$ cat config.mk
export PLATFORM = sky130hd
export DESIGN_NAME = stepper_ramp_position_controller
export DESIGN_NICKNAME = d
export VERILOG_FILES = /design/src/sv/srpc_pkg.sv /design/src/sv/srpc_divider.sv /design/src/sv/stepper_ramp_position_controller.sv
export SDC_FILE = /design/constraint.sdc
export NUM_CORES = 1
export LEC_CHECK = 0
export ABC_CLOCK_PERIOD_IN_PS = 9260
export BUFFER_PORTS_ARGS = -buffer_cell sky130_fd_sc_hd__buf_2
export CAP_MARGIN = 5
export CORE_ASPECT_RATIO = 1.4
export CORE_MARGIN = 8
export CORE_UTILIZATION = 40
export DETAILED_ROUTE_END_ITERATION = 8
export PLACE_DENSITY = 0.67
export SLEW_MARGIN = 10
export SYNTH_ARGS = -nofsm -noshare
export SYNTH_HDL_FRONTEND = slang
export SYNTH_HIERARCHICAL = 1
export SYNTH_SLANG_ARGS = --single-unit
$ cat constraint.sdc
create_clock -name clk -period 9.26 [get_ports clk]
set_clock_uncertainty 0.1 [all_clocks]
set_input_delay 0.463 -clock clk [delete_from_list [all_inputs] [get_ports clk]]
set_output_delay 0.463 -clock clk [all_outputs]
set_load 0.01 [all_outputs]
$ cat src/sv/srpc_pkg.sv
// Shared constants and types for the stepper ramp position controller.
package srpc_pkg;

    localparam int RAMP_STEPS_DEF = 100;

    // Divider geometry: 32-bit dividend, divisor up to 2*255.
    localparam int DQ_W  = 32;
    localparam int DIV_W = 9;
    localparam int CNT_W = 4;

    // Iterations per division minus one, two quotient bits per cycle.
    localparam logic [CNT_W-1:0] FULL_CYC = CNT_W'(DQ_W / 2 - 1);
    localparam logic [CNT_W-1:0] HALF_CYC = CNT_W'(DQ_W / 4 - 1);

    localparam logic [4:0] RAMP_START_PERIOD   = 5'd10;
    localparam logic [4:0] RAMP_REVERSE_PERIOD = 5'd20;
    localparam logic [7:0] START_SPEED_RST     = 8'd50;
    localparam logic [7:0] FAST_PERIOD_RST     = 8'd1;

    localparam logic OP_TICK = 1'b0;
    localparam logic OP_SET  = 1'b1;

    typedef struct packed {
        logic             start;
        logic             half;      // dividend holds 16 bits, left-aligned
        logic [DQ_W-1:0]  dividend;
        logic [DIV_W-1:0] divisor;
    } div_req_t;

    typedef struct packed {
        logic             done;
        logic [DIV_W-1:0] rem;
        logic [DQ_W-1:0]  quo;
    } div_rsp_t;

endpackage

$ cat src/sv/srpc_divider.sv
// Shared restoring divider, two quotient bits per cycle.
module srpc_divider
(
    input  logic                clk,
    input  logic                rst_n,
    input  srpc_pkg::div_req_t  req,
    output srpc_pkg::div_rsp_t  rsp
);

    logic [srpc_pkg::DQ_W-1:0]  dq_reg;
    logic [srpc_pkg::DIV_W-1:0] rem_reg;
    logic [srpc_pkg::DIV_W-1:0] dvs_reg;
    logic [srpc_pkg::CNT_W-1:0] cnt_reg;
    logic                       busy_reg;
    logic                       done_reg;

    logic [srpc_pkg::DIV_W:0]   a1;
    logic [srpc_pkg::DIV_W:0]   a2;
    logic [srpc_pkg::DIV_W-1:0] s1;
    logic [srpc_pkg::DIV_W-1:0] s2;
    logic                       q1;
    logic                       q2;

    always_comb
    begin
        a1 = {rem_reg, dq_reg[srpc_pkg::DQ_W-1]};
        q1 = (a1 >= {1'b0, dvs_reg});
        s1 = q1 ? srpc_pkg::DIV_W'(a1 - {1'b0, dvs_reg}) : srpc_pkg::DIV_W'(a1);
        a2 = {s1, dq_reg[srpc_pkg::DQ_W-2]};
        q2 = (a2 >= {1'b0, dvs_reg});
        s2 = q2 ? srpc_pkg::DIV_W'(a2 - {1'b0, dvs_reg}) : srpc_pkg::DIV_W'(a2);
    end

    always_ff @(posedge clk or negedge rst_n)
    begin
        if (!rst_n)
        begin
            busy_reg <= 1'b0;
            done_reg <= 1'b0;
            cnt_reg  <= '0;
        end
        else
        begin
            done_reg <= busy_reg && (cnt_reg == '0);
            if (req.start)
            begin
                busy_reg <= 1'b1;
                cnt_reg  <= req.half ? srpc_pkg::HALF_CYC : srpc_pkg::FULL_CYC;
            end
            else if (busy_reg)
            begin
                cnt_reg <= cnt_reg - 1'b1;
                if (cnt_reg == '0)
                begin
                    busy_reg <= 1'b0;
                end
            end
        end
    end

    always_ff @(posedge clk)
    begin
        if (req.start)
        begin
            dq_reg  <= req.dividend;
            dvs_reg <= req.divisor;
            rem_reg <= '0;
        end
        else if (busy_reg)
        begin
            dq_reg  <= {dq_reg[srpc_pkg::DQ_W-3:0], q1, q2};
            rem_reg <= s2;
        end
    end

    assign rsp.done = done_reg;
    assign rsp.rem  = rem_reg;
    assign rsp.quo  = dq_reg;

endmodule

$ cat src/sv/stepper_ramp_position_controller.sv
// Top level: stepper channel with linear start ramp, sequenced over one divider.
// Tick item, accept to m_tvalid: three divider passes (ramp modulo, extra-period quotient,
//   step-period modulo), each with a start and a wait state, plus sequencer steps.
// Set item: ST_SET_A, ST_SET_B, ST_RESULT. One item at a time, s_tready only in idle.
// The result sits in an output register, so a new item may enter while it waits.
// Reset (rst_n, async, active low): state clears, ramp period 10, fast period 1, start_speed 50.
module stepper_ramp_position_controller
#(
    parameter int RAMP_STEPS = srpc_pkg::RAMP_STEPS_DEF
)
(
    input  logic        clk,
    input  logic        rst_n,
    // configuration: start_speed
    input  logic        cfg_wr_en,
    input  logic [7:0]  cfg_wr_data,
    // input items
    input  logic        s_tvalid,
    output logic        s_tready,
    input  logic [71:0] s_tdata,  // target_position[31:0], min_period[39:32], time_count[71:40]
    input  logic        s_tuser,  // operation: 0 tick, 1 set
    // result items
    output logic        m_tvalid,
    input  logic        m_tready,
    output logic [39:0] m_tdata   // step_level[0], direction[1], position[33:2],
                                  // move_done[34], zero[39:35]
);

    localparam int RC_W   = $clog2(RAMP_STEPS + 1);
    localparam int PROD_W = 8 + RC_W;
    localparam logic [RC_W-1:0] RAMP_MAX = RC_W'(RAMP_STEPS);

    // sequencer codes
    localparam logic [3:0] ST_IDLE   = 4'd0;
    localparam logic [3:0] ST_SET_A  = 4'd1;
    localparam logic [3:0] ST_SET_B  = 4'd2;
    localparam logic [3:0] ST_RSTART = 4'd3;
    localparam logic [3:0] ST_W_RAMP = 4'd4;
    localparam logic [3:0] ST_MUL    = 4'd5;
    localparam logic [3:0] ST_XSTART = 4'd6;
    localparam logic [3:0] ST_W_XTRA = 4'd7;
    localparam logic [3:0] ST_PSTART = 4'd8;
    localparam logic [3:0] ST_W_PER  = 4'd9;
    localparam logic [3:0] ST_RESULT = 4'd10;

    logic [3:0]  state_reg;
    logic [3:0]  state_next;

    // architectural state
    logic [7:0]      start_speed_reg;
    logic [31:0]     pos_reg;
    logic [31:0]     steps_reg;
    logic [31:0]     budget_reg;
    logic            dir_reg;
    logic            done_reg;
    logic            pulse_reg;
    logic [RC_W-1:0] rc_reg;
    logic [4:0]      rp_reg;
    logic [7:0]      fast_reg;

    // item latches and working values
    logic [31:0]     tgt_reg;
    logic [7:0]      minp_reg;
    logic [31:0]     t_reg;
    logic [31:0]     dist_reg;
    logic            want_reg;
    logic            same_reg;
    logic [PROD_W-1:0] prod_reg;
    logic [srpc_pkg::DIV_W-1:0] period_reg;

    logic        mvalid_reg;
    logic [39:0] mdata_reg;

    srpc_pkg::div_req_t div_req;
    srpc_pkg::div_rsp_t div_rsp;

    logic        in_acc;
    logic        out_free;
    logic [32:0] sum;
    logic [8:0]  per_sum;
    logic [RC_W-1:0] rc_left;

    assign s_tready = (state_reg == ST_IDLE);
    assign in_acc   = s_tvalid && s_tready;
    assign out_free = !mvalid_reg || m_tready;
    assign m_tvalid = mvalid_reg;
    assign m_tdata  = mdata_reg;

    srpc_divider u_div
    (
        .clk   (clk),
        .rst_n (rst_n),
        .req   (div_req),
        .rsp   (div_rsp)
    );

    // divider requests: ramp modulo, extra-period quotient, step-period modulo
    always_comb
    begin
        div_req          = '0;
        div_req.dividend = t_reg;
        div_req.divisor  = srpc_pkg::DIV_W'(rp_reg);
        unique case (state_reg)
            ST_RSTART:
            begin
                div_req.start = 1'b1;
            end
            ST_XSTART:
            begin
                div_req.start    = 1'b1;
                div_req.half     = 1'b1;
                div_req.dividend = {16'(prod_reg), 16'd0};
                div_req.divisor  = srpc_pkg::DIV_W'(RAMP_STEPS);
            end
            ST_PSTART:
            begin
                div_req.start   = 1'b1;
                div_req.divisor = period_reg;
            end
            default:
            begin
                div_req.start = 1'b0;
            end
        endcase
    end

    always_comb
    begin
        state_next = state_reg;
        unique case (state_reg)
            ST_IDLE:
            begin
                if (in_acc)
                begin
                    state_next = (s_tuser == srpc_pkg::OP_SET) ? ST_SET_A : ST_RSTART;
                end
            end
            ST_SET_A:  state_next = ST_SET_B;
            ST_SET_B:  state_next = ST_RESULT;
            ST_RSTART: state_next = ST_W_RAMP;
            ST_W_RAMP: state_next = div_rsp.done ? ST_MUL : ST_W_RAMP;
            ST_MUL:    state_next = ST_XSTART;
            ST_XSTART: state_next = ST_W_XTRA;
            ST_W_XTRA: state_next = div_rsp.done ? ST_PSTART : ST_W_XTRA;
            ST_PSTART: state_next = ST_W_PER;
            ST_W_PER:  state_next = div_rsp.done ? ST_RESULT : ST_W_PER;
            ST_RESULT: state_next = out_free ? ST_IDLE : ST_RESULT;
            default:   state_next = ST_IDLE;
        endcase
    end

    assign sum     = {1'b0, dist_reg} + {1'b0, steps_reg};
    assign rc_left = RAMP_MAX - rc_reg;
    // extra never exceeds start_speed, so 8 quotient bits suffice
    assign per_sum = {1'b0, fast_reg} + {1'b0, div_rsp.quo[7:0]};

    always_ff @(posedge clk or negedge rst_n)
    begin
        if (!rst_n)
        begin
            state_reg       <= ST_IDLE;
            start_speed_reg <= srpc_pkg::START_SPEED_RST;
            pos_reg         <= '0;
            steps_reg       <= '0;
            budget_reg      <= '0;
            dir_reg         <= 1'b0;
            done_reg        <= 1'b0;
            pulse_reg       <= 1'b0;
            rc_reg          <= '0;
            rp_reg          <= srpc_pkg::RAMP_START_PERIOD;
            fast_reg        <= srpc_pkg::FAST_PERIOD_RST;
            mvalid_reg      <= 1'b0;
        end
        else
        begin
            state_reg <= state_next;
            if (cfg_wr_en)
            begin
                start_speed_reg <= cfg_wr_data;
            end
            // load a new result, or drop the one just taken
            if ((state_reg == ST_RESULT) && out_free)
            begin
                mvalid_reg <= 1'b1;
            end
            else if (mvalid_reg && m_tready)
            begin
                mvalid_reg <= 1'b0;
            end
            unique case (state_reg)
                ST_SET_A:
                begin
                    fast_reg <= minp_reg;
                end
                ST_SET_B:
                begin
                    if (!same_reg)
                    begin
                        if (done_reg || (dir_reg != want_reg))
                        begin
                            // fresh move or reversal: restart the ramp
                            dir_reg    <= want_reg;
                            budget_reg <= dist_reg;
                            steps_reg  <= '0;
                            rc_reg     <= '0;
                            rp_reg     <= done_reg ? srpc_pkg::RAMP_START_PERIOD
                                                   : srpc_pkg::RAMP_REVERSE_PERIOD;
                        end
                        else
                        begin
                            // same direction: extend, saturate the budget
                            budget_reg <= sum[32] ? '1 : sum[31:0];
                        end
                    end
                end
                ST_W_RAMP:
                begin
                    if (div_rsp.done && (div_rsp.rem == '0) && (rc_reg < RAMP_MAX))
                    begin
                        rc_reg <= rc_reg + 1'b1;
                    end
                end
                ST_W_PER:
                begin
                    if (div_rsp.done && (div_rsp.rem == '0))
                    begin
                        if (steps_reg < budget_reg)
                        begin
                            done_reg  <= 1'b0;
                            pulse_reg <= ~pulse_reg;
                            steps_reg <= steps_reg + 1'b1;
                            pos_reg   <= dir_reg ? pos_reg - 1'b1 : pos_reg + 1'b1;
                        end
                        else
                        begin
                            done_reg <= 1'b1;
                        end
                    end
                end
                default:
                begin
                end
            endcase
        end
    end

    // payload and working registers
    always_ff @(posedge clk)
    begin
        if (in_acc)
        begin
            tgt_reg  <= s_tdata[31:0];
            minp_reg <= s_tdata[39:32];
            t_reg    <= s_tdata[71:40];
        end
        if (state_reg == ST_SET_A)
        begin
            same_reg <= (tgt_reg == pos_reg);
            want_reg <= !($signed(tgt_reg) > $signed(pos_reg));
            dist_reg <= ($signed(tgt_reg) > $signed(pos_reg)) ? tgt_reg - pos_reg
                                                              : pos_reg - tgt_reg;
        end
        if (state_reg == ST_MUL)
        begin
            // start_speed * remaining ramp steps; zero once the ramp is complete
            prod_reg <= PROD_W'(start_speed_reg) * PROD_W'(rc_left);
        end
        if ((state_reg == ST_W_XTRA) && div_rsp.done)
        begin
            period_reg <= (per_sum == '0) ? srpc_pkg::DIV_W'(1) : per_sum;
        end
        if ((state_reg == ST_RESULT) && out_free)
        begin
            mdata_reg <= {5'd0, done_reg, pos_reg, dir_reg, pulse_reg};
        end
    end

    // divider answers only while the sequencer waits for it
    a_div_done_in_wait: assert property (@(posedge clk) disable iff (!rst_n)
        div_rsp.done |-> (state_reg == ST_W_RAMP || state_reg == ST_W_XTRA ||
                          state_reg == ST_W_PER))
        else $error("divider done outside a wait state");

    a_ramp_bound: assert property (@(posedge clk) disable iff (!rst_n)
        rc_reg <= RAMP_MAX)
        else $error("ramp count beyond ramp length");

    a_ramp_period: assert property (@(posedge clk) disable iff (!rst_n)
        (rp_reg == srpc_pkg::RAMP_START_PERIOD) || (rp_reg == srpc_pkg::RAMP_REVERSE_PERIOD))
        else $error("ramp period corrupted");

    a_step_once: assert property (@(posedge clk) disable iff (!rst_n)
        (state_reg != ST_W_PER) |=> $stable(pos_reg) && $stable(pulse_reg))
        else $error("position moved outside step decision");

    a_busy_after_accept: assert property (@(posedge clk) disable iff (!rst_n)
        in_acc |=> !s_tready)
        else $error("accepted a second item while busy");

endmodule

==> impl_metrics.csv <==
group,metric,value,unit
run_status,status,"completed",
layout,fill_cells,5370,
global_routing,grt_use_met2,0.3293,
synthesis,ys_seq_elements,350,
setup_path,worstSetupStartpoint,"rc_reg[0]",
route,ant_nets,0,
layout,drive_gt1_frac,0.1185,
timing,tightest_slew,1.214,ns
timing,hold_viol,0,
synthesis,netlist_area,23610,um2
global_routing,overflow,0,
timing,rsz0062_at_grt,"false",
run,cap_viol_max_count,0,
global_routing,track_usage,0.1735,
min_path,hold_class,"in2reg",
setup_path,setup.worst_path.end_class,"flop",
setup_path,cp_num_buf_inv,6,
route,drc_errors,0,
synthesis,synth-edff-count,206,
global_routing,first_global_vias,18930,
floorplanning,start_util,0.4039,
synthesis,yosysTopAreaCell,"edfxtp_1",
setup_path,critPathMaxStageDelay,0.54,ns
setup_path,rr_startpoint,"rc_reg[0]",
route,drtIter0Drc,942,
synthesis,synth_area_leaders,"edfxtp_1, dfrtp_1, ha_1, o21ai_0, a21oi_1",
min_path,hold_start,"cfg_wr_data[4]",
global_routing,grtUsageMet3,0.02526,
pwr,irDropWorstVdd,0.1284,mV
route,wl,59270,um
clocking,cts_setup_buffers,0,
floorplanning,rows,105,
synthesis,ys_seq_area_frac,0.4129,
pwr,p_total,0.003530,W
timing,setup_tns,0,ns
route,avgViaCountPerCell,5.503,
setup_path,crit_top_cell,"inv_1",
setup_path,arrival,6.60,ns
floorplanning,design.core.area,58460,um2
synthesis,synthFlopType,"edfxtp_1",
setup_path,cp.required,9.48,ns
timing,drv_slew,0,
synthesis,synthCells,2348,
pwr,powerDensity,130.6,nW/um2
global_routing,antenna_found_initial,0,
clocking,htreeDepth,2,
synthesis,avgSynthCellArea,10.06,um2
floorplanning,die_h,303.5,um
route,vias,18160,
setup_path,critPathKind,"reg2reg",
placed_design,place_hpwl,43520,um
clocking,ctsRootBufferMaster,"clkbuf_16",
placed_design,port_buffers,122,
global_routing,grt_pass1_wl,96120,um
setup_path,cp_slowest_cell,"fa_1",
setup_path,start_kind,"flop",
clocking,cts_tree,"done",
global_routing,busiest_layer,"met2",
synthesis,ys_types,85,
timing,fmax,156.7,MHz
layout,seq_area,9751,um2
floorplanning,num_io_pins,128,
floorplanning,die_w,221.3,um
clocking,path_clk_slew,0.06,ns
route,first_pass_iters,5,
setup_path,crit_fanout,15,
timing,maxSlewHeadroom,0.1851,
pwr,leakagePower,11.32,nW
floorplanning,die-area,67170,um2
synthesis,ys_async_sr_fraction,0.3857,
clocking,cts.sinks,350,
layout,largest_reg_flops,35,
clocking,cts.path.max_buffers,3,
synthesis,yosysWarnings,6,
timing,setup_viol,0,
placed_design,gp_congestion,0.9245,
global_routing,grt_max_degree,91,
layout,num-nets-final,2860,
timing,finalCritPeriodShare,0.6890,
setup_path,path_cells,"inv_1 -> ha_1 -> inv_1 -> a21o_1 -> o21ai_0 -> xor2_1 -> nand2_1 -> fa_1 -> fa_1 -> inv_1 -> fa_1 -> inv_1 -> fa_1 -> inv_1 -> ha_1 -> inv_1 -> o21bai_1 -> a21oi_1 -> nor2b_1 -> o21a_1 -> o21a_1 -> o21a_1 -> o41a_1 -> xnor2_1",
layout,syn_to_final_growth,14.44,%
layout,multi_input_area,12760,um2
synthesis,synth_top_area_frac,0.2620,
setup_path,cpLargestDelayFamily,"adder cells",
route,wl_per_cell,17.97,um
clocking,insertion_delay,0.58,ns
timing,period_minus_slack,6.381,ns
global_routing,use_met1,0.1883,
clocking,cts-buffers-inserted,39,
-- per-stage QoR --
stage | std cells | hold WS [ns] | setup WS [ns] | area [um2] | util
floorplan | 2352 | 0.06741 | 3.350 | 23630 | -
global placement | 3147 | 0.3473 | 3.023 | 24890 | 0.4257
detailed placement | 3147 | 0.3343 | 2.901 | 24890 | 0.4257
CTS | 3298 | 0.003592 | 2.878 | 27020 | 0.4622
global route | 3298 | 0.02315 | 2.452 | 27020 | 0.4622
finish | 3299 | 0.05060 | 2.879 | 27020 | 0.4622
-- area by class of cell --
cell class / instances / share of cell area
Sequential cell: 350 / 0.3608
Clock inverter: 25 / 0.01144
Inverter: 186 / 0.02584
Tap cell: 749 / 0.03468
Antenna cell: 1 / 0.00009261
Timing Repair Buffer: 218 / 0.05691
Clock buffer: 46 / 0.03788
Multi-Input combinational cell: 1724 / 0.4723
-- metal layers --
| metal | part of all wire | up-vias |
|---|---|---|
| li1 | - | 8840 |
| met1 | 0.40 | 8749 |
| met2 | 0.52 | 427 |
| met3 | 0.035 | 139 |
| met4 | 0.043 | 0 |
| met5 | 0 | - |
-- cell families (layout without fill, tap and decap cells) --
| group | Yosys count | count (layout) | share of synthesized area |
|---|---|---|---|
| xor+xnor | 122 | 122 | 0.04525 |
| buf+inv | 278 | 475 | 0.04901 |
| compound gates | 668 | 668 | 0.1830 |
| other cells | 1 | 6 | 0.0001588 |
| fa+ha+maj | 255 | 255 | 0.1466 |
| simple gates | 588 | 588 | 0.1230 |
| mux | 86 | 86 | 0.04006 |
| flops | 350 | 350 | 0.4129 |
-- Yosys cell counts, drive strengths merged (12+ instances only) --
cell type and n:
fa 36, o21ai 177, a31oi 27, ha 219, dfrtp 130, nand2 145
o211ai 22, o41ai 12, nand3 40, edfxtp 206, mux2i 18, and2 45
a211oi 28, o31ai 19, nor3 38, nand2b 36, o21a 25, xnor2 74
and3 18, xor2 48, clkbuf 48, o22ai 13, mux2 68, nand4 29
nor2b 49, inv 186, a21o 77, o21bai 24, a21oi 162, buf 44
nor2 151, o221ai 26
-- layout by cell type, fill, tap and decap left out, types with 36 or more instances in the layout --
cell	synthesis	layout
nor2b_1	49	49
buf_2	16	121
nand2b_1	36	36
clkbuf_16	0	40
o21ai_0	170	170
inv_1	185	185
edfxtp_1	206	206
a21oi_1	161	161
dlygate4sd3_1	0	80
mux2_2	68	68
nand3_1	40	40
dfrtp_1	130	130
xor2_1	48	48
xnor2_1	74	74
nand2_1	144	144
nor2_1	151	150
a21o_1	77	77
fa_1	36	36
ha_1	219	219
nor3_1	38	37
and2_1	45	44
-- where the power goes --
group          leakage (nW)  switching [W]  internal, W  total [W]
sequential             3.54     0.00000841      0.00166    0.00167
clock                 0.636       0.000671     0.000944    0.00162
combinational          7.15       0.000118     0.000127   0.000246
-- worst paths after layout --
path | endpoint | slack, ns | depth (start not counted)
worst max-delay path | prod_reg[14] | 2.88 | 24
worst min-delay path | start_speed_reg[4] | 0.05 | 2
worst max register to register | prod_reg[14] | 2.88 | 24
worst min register to register | m_tdata[33] | 0.36 | 0
max in group asynchronous | fast_reg[3] | 7.32 | 3
min in group asynchronous | start_speed_reg[0] | 0.45 | 2
-- repair_timing --
item / 4_1_cts / 5_1_grt
hold buffers: 80 / 0
hold endpoints to repair: 163 / 0
gates resized for setup: 0 / 0
Note: power is estimated with default switching activity, not from simulation.
